[config.mk]
export PLATFORM = sky130hd
export DESIGN_NAME = region_permission_table_unit
export DESIGN_NICKNAME = d
export VERILOG_FILES = /design/src/rtl/rpt_pkg.sv /design/src/rtl/region_permission_table_unit.sv
export SDC_FILE = /design/constraint.sdc
export NUM_CORES = 2
export LEC_CHECK = 0
export BUFFER_PORTS_ARGS = -buffer_cell sky130_fd_sc_hd__buf_2
export CORE_ASPECT_RATIO = 1.75
export CORE_MARGIN = 5
export CORE_UTILIZATION = 30
export CTS_CLUSTER_SIZE = 28
export DETAILED_ROUTE_END_ITERATION = 8
export PLACE_DENSITY = 0.5
export SYNTH_ARGS = -nofsm -noshare
export SYNTH_HDL_FRONTEND = slang
export SYNTH_SLANG_ARGS = --single-unit
[constraint.sdc]
create_clock -name aclk -period 11.8 [get_ports aclk]
set_input_delay 0 -clock aclk [delete_from_list [all_inputs] [get_ports aclk]]
set_output_delay 0 -clock aclk [all_outputs]
set_load 0.03 [all_outputs]
[src/rtl/rpt_pkg.sv]
// ----------------------------------------------------------------------------
// rpt_pkg: shared types and constants of the region permission table
// Table depth, slot index widths, operation and status codes, and the
// layout of one stored region entry.
// ----------------------------------------------------------------------------
package rpt_pkg;

    // table depth and derived index widths
    localparam int REGIONS = 16;
    localparam int IDX_W   = (REGIONS > 1) ? $clog2(REGIONS) : 1;
    localparam int CNT_W   = IDX_W + 1;

    // payload widths
    localparam int ADDR_W  = 64;
    localparam int PERM_W  = 3;
    localparam int SLOT_W  = 8;
    localparam int STAT_W  = 2;
    localparam int FUNC_W  = 2;

    // stream packing: tdata padded to whole bytes
    localparam int S_DATA_RAW = 2 * ADDR_W + PERM_W;
    localparam int S_DATA_W   = ((S_DATA_RAW + 7) / 8) * 8;
    localparam int M_DATA_RAW = STAT_W + 1 + SLOT_W;
    localparam int M_DATA_W   = ((M_DATA_RAW + 7) / 8) * 8;

    // operation codes
    localparam logic [FUNC_W-1:0] FUNC_ADD   = 2'd0;
    localparam logic [FUNC_W-1:0] FUNC_CHECK = 2'd1;
    localparam logic [FUNC_W-1:0] FUNC_CLEAR = 2'd2;

    // status codes
    localparam logic [STAT_W-1:0] ST_OK      = 2'd0;
    localparam logic [STAT_W-1:0] ST_INVALID = 2'd1;
    localparam logic [STAT_W-1:0] ST_FULL    = 2'd2;
    localparam logic [STAT_W-1:0] ST_DENIED  = 2'd3;

    // one stored region: start, exclusive end, granted permissions
    typedef struct packed {
        logic [ADDR_W-1:0] start;
        logic [ADDR_W-1:0] stop;
        logic [PERM_W-1:0] perms;
    } region_t;

endpackage

[src/rtl/region_permission_table_unit.sv]
// ----------------------------------------------------------------------------
// region_permission_table_unit: table of protected memory regions
// Stores regions (start, size, read/write/execute) and answers add, check
// and clear operations, one result item per input item.
// ----------------------------------------------------------------------------
// Usage
//   s_ channel: one operation per item. s_tuser carries the operation code
//   (add, check, clear); s_tdata carries address, byte count and permissions.
//   m_ channel: one result item per input item, in order, with status,
//   region hit flag and slot index.
//   Add, clear and rejected items pass from acceptance through the
//   execute state to the done state, which loads the output register when
//   it is free. A check scans the region memory one slot per cycle through
//   its single read port, from slot 0 up, and stops at the first matching
//   slot or after the last slot. One item is in work at a time: the next
//   item is accepted only in the idle state, after the result of the last
//   one has been loaded.
//   A finished result sits in the output register while the next item is
//   accepted; a stalled receiver holds back only the hand-off of the next
//   result, and s_tready stays low until that result has moved on.
//   Reset clears the slot valid flags at once, so every slot reads as free
//   right after reset with no clearing pass; a clear item does the same.
// ----------------------------------------------------------------------------
module region_permission_table_unit (
    input  logic                          aclk,
    input  logic                          aresetn,
    // s_tdata: base_address[63:0], byte_count[127:64], perm_bits[130:128]
    input  logic [rpt_pkg::S_DATA_W-1:0]  s_tdata,
    // s_tuser: func[1:0]
    input  logic [rpt_pkg::FUNC_W-1:0]    s_tuser,
    input  logic                          s_tvalid,
    output logic                          s_tready,
    // m_tdata: status[1:0], region_hit[2], slot_index[10:3]
    output logic [rpt_pkg::M_DATA_W-1:0]  m_tdata,
    output logic                          m_tvalid,
    input  logic                          m_tready
);

    typedef enum logic [1:0] {
        S_IDLE,
        S_EXEC,
        S_SCAN,
        S_DONE
    } state_t;

    state_t state_reg;

    // captured item
    logic [rpt_pkg::FUNC_W-1:0] func_reg;
    logic [rpt_pkg::ADDR_W-1:0] base_reg;
    logic [rpt_pkg::ADDR_W-1:0] count_reg;
    logic [rpt_pkg::PERM_W-1:0] perm_reg;
    logic [rpt_pkg::ADDR_W-1:0] end_reg;

    // slot occupancy, cleared at reset and by a clear item
    logic [rpt_pkg::REGIONS-1:0] valid_reg;

    // scan pipeline
    logic [rpt_pkg::CNT_W-1:0]  iss_idx_reg;
    logic                        rd_live_reg;
    logic [rpt_pkg::IDX_W-1:0]  rd_slot_reg;
    rpt_pkg::region_t            rd_word_reg;

    // pending result
    logic [rpt_pkg::STAT_W-1:0] res_status_reg;
    logic                        res_hit_reg;
    logic [rpt_pkg::SLOT_W-1:0] res_slot_reg;

    // output register
    logic                        m_tvalid_reg;
    logic [rpt_pkg::M_DATA_W-1:0] m_tdata_reg;

    // region memory
    rpt_pkg::region_t            mem [rpt_pkg::REGIONS];

    logic [rpt_pkg::ADDR_W:0]    span_sum;
    logic                        span_ok;
    logic                        free_found;
    logic [rpt_pkg::IDX_W-1:0]  free_idx;
    logic                        mem_we;
    rpt_pkg::region_t            mem_wdata;
    logic [rpt_pkg::IDX_W-1:0]  rd_addr;
    logic                        hit_now;
    logic                        scan_last;
    logic                        out_free;
    logic                        s_accept;

    assign s_tready = (state_reg == S_IDLE);
    assign s_accept = s_tvalid && s_tready;
    assign m_tvalid = m_tvalid_reg;
    assign m_tdata  = m_tdata_reg;
    assign out_free = !m_tvalid_reg || m_tready;

    // span validation: nonzero start, nonzero size, no wrap past the top
    assign span_sum = {1'b0, base_reg} + {1'b0, count_reg};
    assign span_ok  = (base_reg != '0) && (count_reg != '0) && !span_sum[rpt_pkg::ADDR_W];

    // lowest free slot
    always_comb begin
        free_found = 1'b0;
        free_idx   = '0;
        for (int i = rpt_pkg::REGIONS - 1; i >= 0; i--) begin
            if (!valid_reg[i]) begin
                free_found = 1'b1;
                free_idx   = rpt_pkg::IDX_W'(i);
            end
        end
    end

    // write port: add stores the region in the free slot
    assign mem_we          = (state_reg == S_EXEC) && (func_reg == rpt_pkg::FUNC_ADD)
                             && span_ok && free_found;
    assign mem_wdata.start = base_reg;
    assign mem_wdata.stop  = span_sum[rpt_pkg::ADDR_W-1:0];
    assign mem_wdata.perms = perm_reg;

    assign rd_addr = iss_idx_reg[rpt_pkg::IDX_W-1:0];

    always_ff @(posedge aclk) begin
        if (mem_we) begin
            mem[free_idx] <= mem_wdata;
        end
        rd_word_reg <= mem[rd_addr];
    end

    // containment test on the slot read last cycle
    assign hit_now   = rd_live_reg && valid_reg[rd_slot_reg]
                       && (base_reg >= rd_word_reg.start)
                       && (end_reg <= rd_word_reg.stop);
    assign scan_last = rd_live_reg && (rd_slot_reg == rpt_pkg::IDX_W'(rpt_pkg::REGIONS - 1));

    // control and result registers
    always_ff @(posedge aclk) begin
        if (!aresetn) begin
            state_reg    <= S_IDLE;
            valid_reg    <= '0;
            m_tvalid_reg <= 1'b0;
            rd_live_reg  <= 1'b0;
            iss_idx_reg  <= '0;
        end else begin
            // output handshake, the done state reloads the register itself
            if (m_tvalid_reg && m_tready && (state_reg != S_DONE)) begin
                m_tvalid_reg <= 1'b0;
            end

            unique case (state_reg)
                S_IDLE: begin
                    if (s_accept) begin
                        func_reg  <= s_tuser;
                        base_reg  <= s_tdata[rpt_pkg::ADDR_W-1:0];
                        count_reg <= s_tdata[2*rpt_pkg::ADDR_W-1:rpt_pkg::ADDR_W];
                        perm_reg  <= s_tdata[2*rpt_pkg::ADDR_W+rpt_pkg::PERM_W-1:
                                             2*rpt_pkg::ADDR_W];
                        state_reg <= S_EXEC;
                    end
                end

                S_EXEC: begin
                    res_status_reg <= rpt_pkg::ST_OK;
                    res_hit_reg    <= 1'b0;
                    res_slot_reg   <= '0;
                    end_reg        <= span_sum[rpt_pkg::ADDR_W-1:0];
                    state_reg      <= S_DONE;
                    unique case (func_reg)
                        rpt_pkg::FUNC_ADD: begin
                            if (!span_ok) begin
                                res_status_reg <= rpt_pkg::ST_INVALID;
                            end else if (!free_found) begin
                                res_status_reg <= rpt_pkg::ST_FULL;
                            end else begin
                                valid_reg[free_idx] <= 1'b1;
                                res_slot_reg        <= rpt_pkg::SLOT_W'(free_idx);
                            end
                        end
                        rpt_pkg::FUNC_CHECK: begin
                            if (!span_ok) begin
                                res_status_reg <= rpt_pkg::ST_INVALID;
                            end else begin
                                iss_idx_reg <= '0;
                                rd_live_reg <= 1'b0;
                                state_reg   <= S_SCAN;
                            end
                        end
                        rpt_pkg::FUNC_CLEAR: begin
                            valid_reg <= '0;
                        end
                        default: begin
                            res_status_reg <= rpt_pkg::ST_INVALID;
                        end
                    endcase
                end

                S_SCAN: begin
                    if (hit_now) begin
                        res_hit_reg    <= 1'b1;
                        res_slot_reg   <= rpt_pkg::SLOT_W'(rd_slot_reg);
                        res_status_reg <= ((perm_reg & ~rd_word_reg.perms) != '0)
                                          ? rpt_pkg::ST_DENIED : rpt_pkg::ST_OK;
                        rd_live_reg    <= 1'b0;
                        state_reg      <= S_DONE;
                    end else if (scan_last) begin
                        rd_live_reg <= 1'b0;
                        state_reg   <= S_DONE;
                    end else begin
                        // issue the next slot read
                        rd_live_reg <= (iss_idx_reg < rpt_pkg::CNT_W'(rpt_pkg::REGIONS));
                        rd_slot_reg <= iss_idx_reg[rpt_pkg::IDX_W-1:0];
                        iss_idx_reg <= iss_idx_reg + rpt_pkg::CNT_W'(1);
                    end
                end

                S_DONE: begin
                    if (out_free) begin
                        m_tvalid_reg <= 1'b1;
                        m_tdata_reg  <= rpt_pkg::M_DATA_W'({res_slot_reg, res_hit_reg,
                                                            res_status_reg});
                        state_reg    <= S_IDLE;
                    end
                end

                default: begin
                    state_reg <= S_IDLE;
                end
            endcase
        end
    end

    // a clear item leaves every slot free
    a_clear_empties: assert property (@(posedge aclk) disable iff (!aresetn)
        (state_reg == S_EXEC && func_reg == rpt_pkg::FUNC_CLEAR) |=> (valid_reg == '0))
        else $error("slots still occupied after clear");

    // a successful add occupies exactly one more slot
    a_add_one_slot: assert property (@(posedge aclk) disable iff (!aresetn)
        mem_we |=> ($countones(valid_reg) == $countones($past(valid_reg)) + 1))
        else $error("add did not occupy exactly one slot");

    // a reported hit always names an occupied slot
    a_hit_is_valid: assert property (@(posedge aclk) disable iff (!aresetn)
        (state_reg == S_DONE && res_hit_reg)
            |-> valid_reg[res_slot_reg[rpt_pkg::IDX_W-1:0]])
        else $error("hit reported on a free slot");

    // a pending result is never dropped by a new output load
    a_no_overwrite: assert property (@(posedge aclk) disable iff (!aresetn)
        (m_tvalid_reg && !m_tready) |=> (m_tvalid_reg && $stable(m_tdata_reg)))
        else $error("stalled result overwritten");

endmodule

Yosys cells after proc, flatten, opt, wreduce, memory -nomap -nowiden:

Memories as Yosys holds them, arrays and structs flattened. A register that Yosys moved wholly into a read port is not among the register bits.
Cells that the tools add are included.

* add/subtract/negate cells: 2
* reductions and logical operators: 32
* multiplexer cells: 75
* equal/unequal tests: 17
* bitwise logic cells: 5
* order comparisons: 6

Operators with widths (number)
* $reduce_bool A64 Y1: 2
* $mux W4: 19
* $add A64 B64 Y65: 1
* $ge A64 B64 Y1: 1
* $le A64 B64 Y1: 1
* $mux W16: 2
* $pmux W16 S2: 1
* $mux W1: 31
* $mux W5: 4
* $mux W2: 8
* $ne A2 B2 Y1 const B: 8
* $or A16 B16 Y16: 1
* $pmux W8 S2: 1
* $reduce_and A3 Y1: 5
* $logic_and A1 B1 Y1: 13
* $lt A4 B5 Y1 const B: 2
* $pmux W5 S2: 1
* $mux W8: 1
* $pmux W2 S4: 1
* $reduce_and A4 Y1: 2
* $eq A2 B2 Y1 const B: 3
* $pmux W2 S3: 1
* $add A5 B1 Y5 const B: 1
* $lt A5 B5 Y1 const B: 1
* other kinds (19): 26

* logic and storage cells: 153
* output and inout bits: 18
* memory bits (writable): 2096
* memories: 1
* bits in registers: 248
* input port bits: 142

Memories
* mem: words 16, width 131, rd ports 1, clocked after Yosys merged registers in 1, write ports 1, RTL line region_permission_table_unit.sv:74 `rpt_pkg::region_t mem [rpt_pkg::REGIONS];`

Longest topological paths before layout:

* depth in word-level cells: 24
* gate-level depth with buffers: 12

Worst setup path before layout:

OpenSTA, ideal clock, no wires.

* kind: register to register
* from: register base_reg[0] (netlist bit)
* to: memory mem[5][0] (netlist bit), enable pin
* period minus slack after synthesis: 8.841 ns
* path buffers: 0
* arrival: 8.218 ns
* stages on the path, launching flop included: 12
* library setup time: 0.623 ns
* path slack: 2.959 ns
* path through: edfxtp_1 -> ha_1 -> fa_1 -> a211oi_1 -> o21bai_2 -> o2111ai_1 -> a211oi_2 -> o2111ai_1 -> a2111o_1 -> a21o_4 -> nand4_1 -> nor2_1

* word-level cells in the longest chain between the ends: 7
* elaborated cells between the ends (all ways): 9
* those cells by class: add/sub (1); mux (2); reduce/logical (6)

RTL lines
* from (decl): RTL line region_permission_table_unit.sv:50 `logic [rpt_pkg::ADDR_W-1:0] base_reg;`
* from (signal assigned): RTL line region_permission_table_unit.sv:150 `base_reg <= s_tdata[rpt_pkg::ADDR_W-1:0];`
* $add A64 B64 Y65 / $reduce_bool A64 Y1 (equally long branches): RTL line region_permission_table_unit.sv:95, region_permission_table_unit.sv:96
* $logic_not A1 Y1 / $logic_and A1 B1 Y1 (equally long branches): RTL line region_permission_table_unit.sv:96 `assign span_ok = (base_reg != '0) && (count_reg != '0) && !span_sum[rpt_pkg::ADDR_W];`
* $logic_and A1 B1 Y1 *: RTL line region_permission_table_unit.sv:96
* $logic_and A1 B1 Y1 * (2 in series): RTL line region_permission_table_unit.sv:112 `&& span_ok && free_found;`
* $mux W1 *: RTL line region_permission_table_unit.sv:120 `if (mem_we) begin`
* $mux W1 (not written as such) *: RTL line region_permission_table_unit.sv:121 `mem[free_idx] <= mem_wdata;`
* to (decl): RTL line region_permission_table_unit.sv:74

Every way passes the cells marked *; elsewhere a longest branch is shown, timed or not.

Final worst setup path:

* from: register base_reg[0] (netlist bit)
* to: memory mem[3][35] (netlist bit), enable pin

The elaborated chain is that of the path after synthesis.

==> impl_metrics.py <==
metrics = {
    "outcome": {
        "run_status": "complete, no violations",
    },
    "timing": {
        "rsz0062_at_grt": "no",
        "finalCritPeriodShare_pct": 57.91,
        "timing_max_transition_violations_final": 0,
        "finalHoldWorstSlack_ns": 0.1398,
        "finalSetupViolations": 0,
        "achievable-frequency_mhz": 146.3,
        "transition_time_at_the_pin_with_the_least_slew_margin_ns": 1.356,
        "final.setup.tns_ns": 0,
        "maxSlewHeadroom_pct": 8.966,
        "clock_skew_ns": 0.09804,
        "fin_crit_ns": 6.833,
        "timing_hold_violations_final": 0,
    },
    "floorplan": {
        "rows": 275,
        "die_footprint_um2": 333100,
        "core_um2": 320300,
        "die_h_um": 759.7,
        "start_util_pct": 30.08,
        "die-width_um": 438.4,
        "top_level_ports": 160,
    },
    "drt": {
        "detail_route.wirelength_um": 254100,
        "first_pass_iters": 5,
        "drt_drc_violations_left": 0,
        "dr_wl_cell_um": 26.39,
        "dr_total_vias": 46940,
        "ant_nets": 0,
        "drt-initial-drc-count": 3575,
        "post_drt_via_cell_ratio": 4.875,
    },
    "min_path": {
        "worst_hold_path_type": "primary input to register",
    },
    "grt": {
        "grt_max_degree": 111,
        "number_of_global_route_vias_before_repair": 51130,
        "first_pass_grt_wire_length_um": 368000,
        "global_route.usage.total_pct": 15.07,
        "grt_overflow": 0,
        "antenna_found_initial": 3,
    },
    "clocking": {
        "path_clk_slew_ns": 0.07,
        "cts.path.max_buffers": 4,
        "clock-sinks": 2467,
        "cts_tree": "yes",
        "numCtsBuffers": 211,
        "clock-root-buffer": "clkbuf_16",
        "number_of_h_tree_branching_levels": 4,
        "clkLatencyLatePin_ns": 0.91,
        "post_cts.resized_instances": 0,
    },
    "worst_setup_path": {
        "timing.critical_path.from_type": "register",
        "critical_path.endpoint_type": "register",
        "timing.critical_path.cells": "ha_1 -> fa_1 -> a211oi_1 -> o21bai_2 -> o2111ai_1 -> a211oi_2 -> o2111ai_1 -> a2111o_1 -> a21oi_1 -> nand3_1 -> nand2_1 -> nor2_4 -> buf_4 -> buf_4",
        "crit_path_max_fanout": 40,
        "critical_path_required_ns": 12.30,
        "worstPathArrival_ns": 7.34,
        "timing_worst_setup_path_type": "register to register",
        "timing.critical_path.slowest_cell_delay_ns": 0.84,
        "critical-path-slowest-cell": "buf_4",
        "worst_path_dominant_cell_family": "compound AO/OA/AOI/OAI gates",
        "worst-path-buf-inv": 2,
    },
    "placement": {
        "numPlacedInstances": 8966,
        "port_buffers": 145,
        "detailed_place.area_um2": 103400,
        "detailedPlacementHpwl_um": 143500,
        "routability_cong": 0.8473,
    },
    "yosys": {
        "fraction_of_the_mapped_netlist_area_in_compound_gates_pct": 2.649,
        "async_reset_ff_share_pct": 0,
        "synthAdderAreaFrac_pct": 2.579,
        "synthTopCellsByArea": "edfxtp_1, mux4_2, dfxtp_1",
        "yosysUniqueCellTypes": 75,
        "area_fraction_in_and_or_nand_and_nor_cells_after_synthesis_pct": 2.187,
        "synthFlopType": "edfxtp_1",
        "synth_cells": 4559,
        "synthTopCellsByCount": "edfxtp_1, mux4_2, ha_1",
        "synth.most_common_cell": "edfxtp_1",
        "portion_of_netlist_area_occupied_by_mux_cells_pct": 15.38,
        "ys_ff_latch": 2467,
        "synth-edff-count": 2311,
        "yosysSeqAreaShare_pct": 75.26,
        "ys_warn_count": 0,
        "synth_top_family_by_area": "multiplexers",
        "avgSynthCellArea_um2": 21.14,
        "post_synth_xor_area_fraction_pct": 0.5363,
        "yosys.area.top_type_share_pct": 72.02,
        "synth_top_cell_by_area": "edfxtp_1",
        "synth_area_um2": 96360,
    },
    "power": {
        "power_per_cell_area_nw_per_um2": 175.7,
        "power.share.switching_pct": 24.40,
        "clock_power_share_pct": 35.6,
        "net_switching_component_of_the_power_mw": 4.846,
        "comb_power_share_pct": 11.4,
        "power.internal_mw": 15.02,
        "max-vdd-ir-drop_uv": 138.0,
        "power_frac_seq_pct": 53.0,
        "power.leakage_nw": 35.56,
    },
    "layout": {
        "drive_gt1_share_pct": 24.77,
        "final_net_count": 5499,
        "largest_register_ffs": 2096,
        "synthToLayoutAreaGrowth_pct": 17.35,
        "final_core_util_pct": 35.30,
        "post_layout_nonfiller_instances": 9628,
        "postLayoutCellArea_um2": 113100,
    },
    "run": {
        "drv_cap": 0,
    },
}
[cell type report]
cell class | count | area (um^2)
Antenna cell | 1 | 2.502
Clock buffer | 275 | 5732
Clock inverter | 113 | 1177
Fill cell | 29800 | 207300
Inverter | 162 | 608.1
Multi-Input combinational cell | 1749 | 22790
Sequential cell | 2467 | 72530
Tap cell | 4293 | 5371
Timing Repair Buffer | 568 | 4870
[cells in the final DEF (no fill, tap or decap), types with 26 or more instances in the layout]
master,netlist,final
clkbuf_1,113,44
clkinv_2,0,34
clkinv_1,0,26
buf_2,2,145
nand4_1,57,57
o21ai_0,74,74
inv_1,162,162
mux4_2,652,652
a21oi_1,145,145
dfxtp_1,156,152
xnor2_1,38,31
clkbuf_16,0,212
nand3_1,28,28
nor2_1,80,64
buf_4,9,128
ha_1,197,197
nand2_1,116,116
a21o_1,56,56
nor4_1,39,35
dlygate4sd3_1,0,272
edfxtp_1,2311,2311
[power groups by stage]
stage / combinational [mW] / clock [mW] / sequential, mW
6_report: 2.26 / 7.08 / 10.5
5_1_grt: 2.47 / 7.59 / 10.5
4_1_cts: 2.28 / 7.27 / 10.5
3_5_place_dp: 2.20 / 0 / 10.7
3_3_place_gp: 2.15 / 0 / 10.7
2_1_floorplan: 1.29 / 0 / 10.7
[path summary, 6_finish.rpt]
path	slack (ns)	cells past startpoint	endpoint	start
max	4.97	14	mem[3][35]	base_reg[0]
min reg2reg	0.42	0	m_tdata[2]	res_hit_reg
min	0.14	4	iss_idx_reg[0]	aresetn
max reg2reg	4.97	14	mem[3][35]	base_reg[0]
[routing by layer]
layer | part of all wire, % | vias up | wire length (um) | GRT usage, %
li1 | - | 20090 | - | -
met1 | 39 | 25620 | 99080 | 17.84
met2 | 55 | 899 | 139500 | 28.67
met3 | 2.8 | 328 | 7108 | 1.296
met4 | 3.3 | 2 | 8361 | 4.751
met5 | 0.0031 | - | 8 | 0
[cell families after synthesis]
logic type                 after synthesis
adders and majority gates              198
xor gates and xnor gates                59
DFF                                   2467
other                                    1
muxes                                  666
buffers and inverters                  351
AOI/OAI and AO/OA                      400
and+or+nand+nor                        417
[what timing repair did]
item | 4_1_cts | 5_1_grt
endpoints found under the hold margin | 229 | 0
hold buffers | 272 | 0
setup buffers | 0 | 0
[stage by stage]
stage	power (mW)	setup slack, ns
2_1_floorplan	11.96	2.959
3_3_place_gp	12.86	4.822
3_5_place_dp	12.92	4.759
4_1_cts	20.08	4.724
5_1_grt	20.60	4.710
6_report	19.87	4.967
[tightest hold or removal path, cell delays in order]
cell and delay [ns]:
dlygate4sd3_1 0.54, buf_2 0.25, nand2_1 0.11, mux2i_1 0.06
Power figures use the tool's default switching activity.
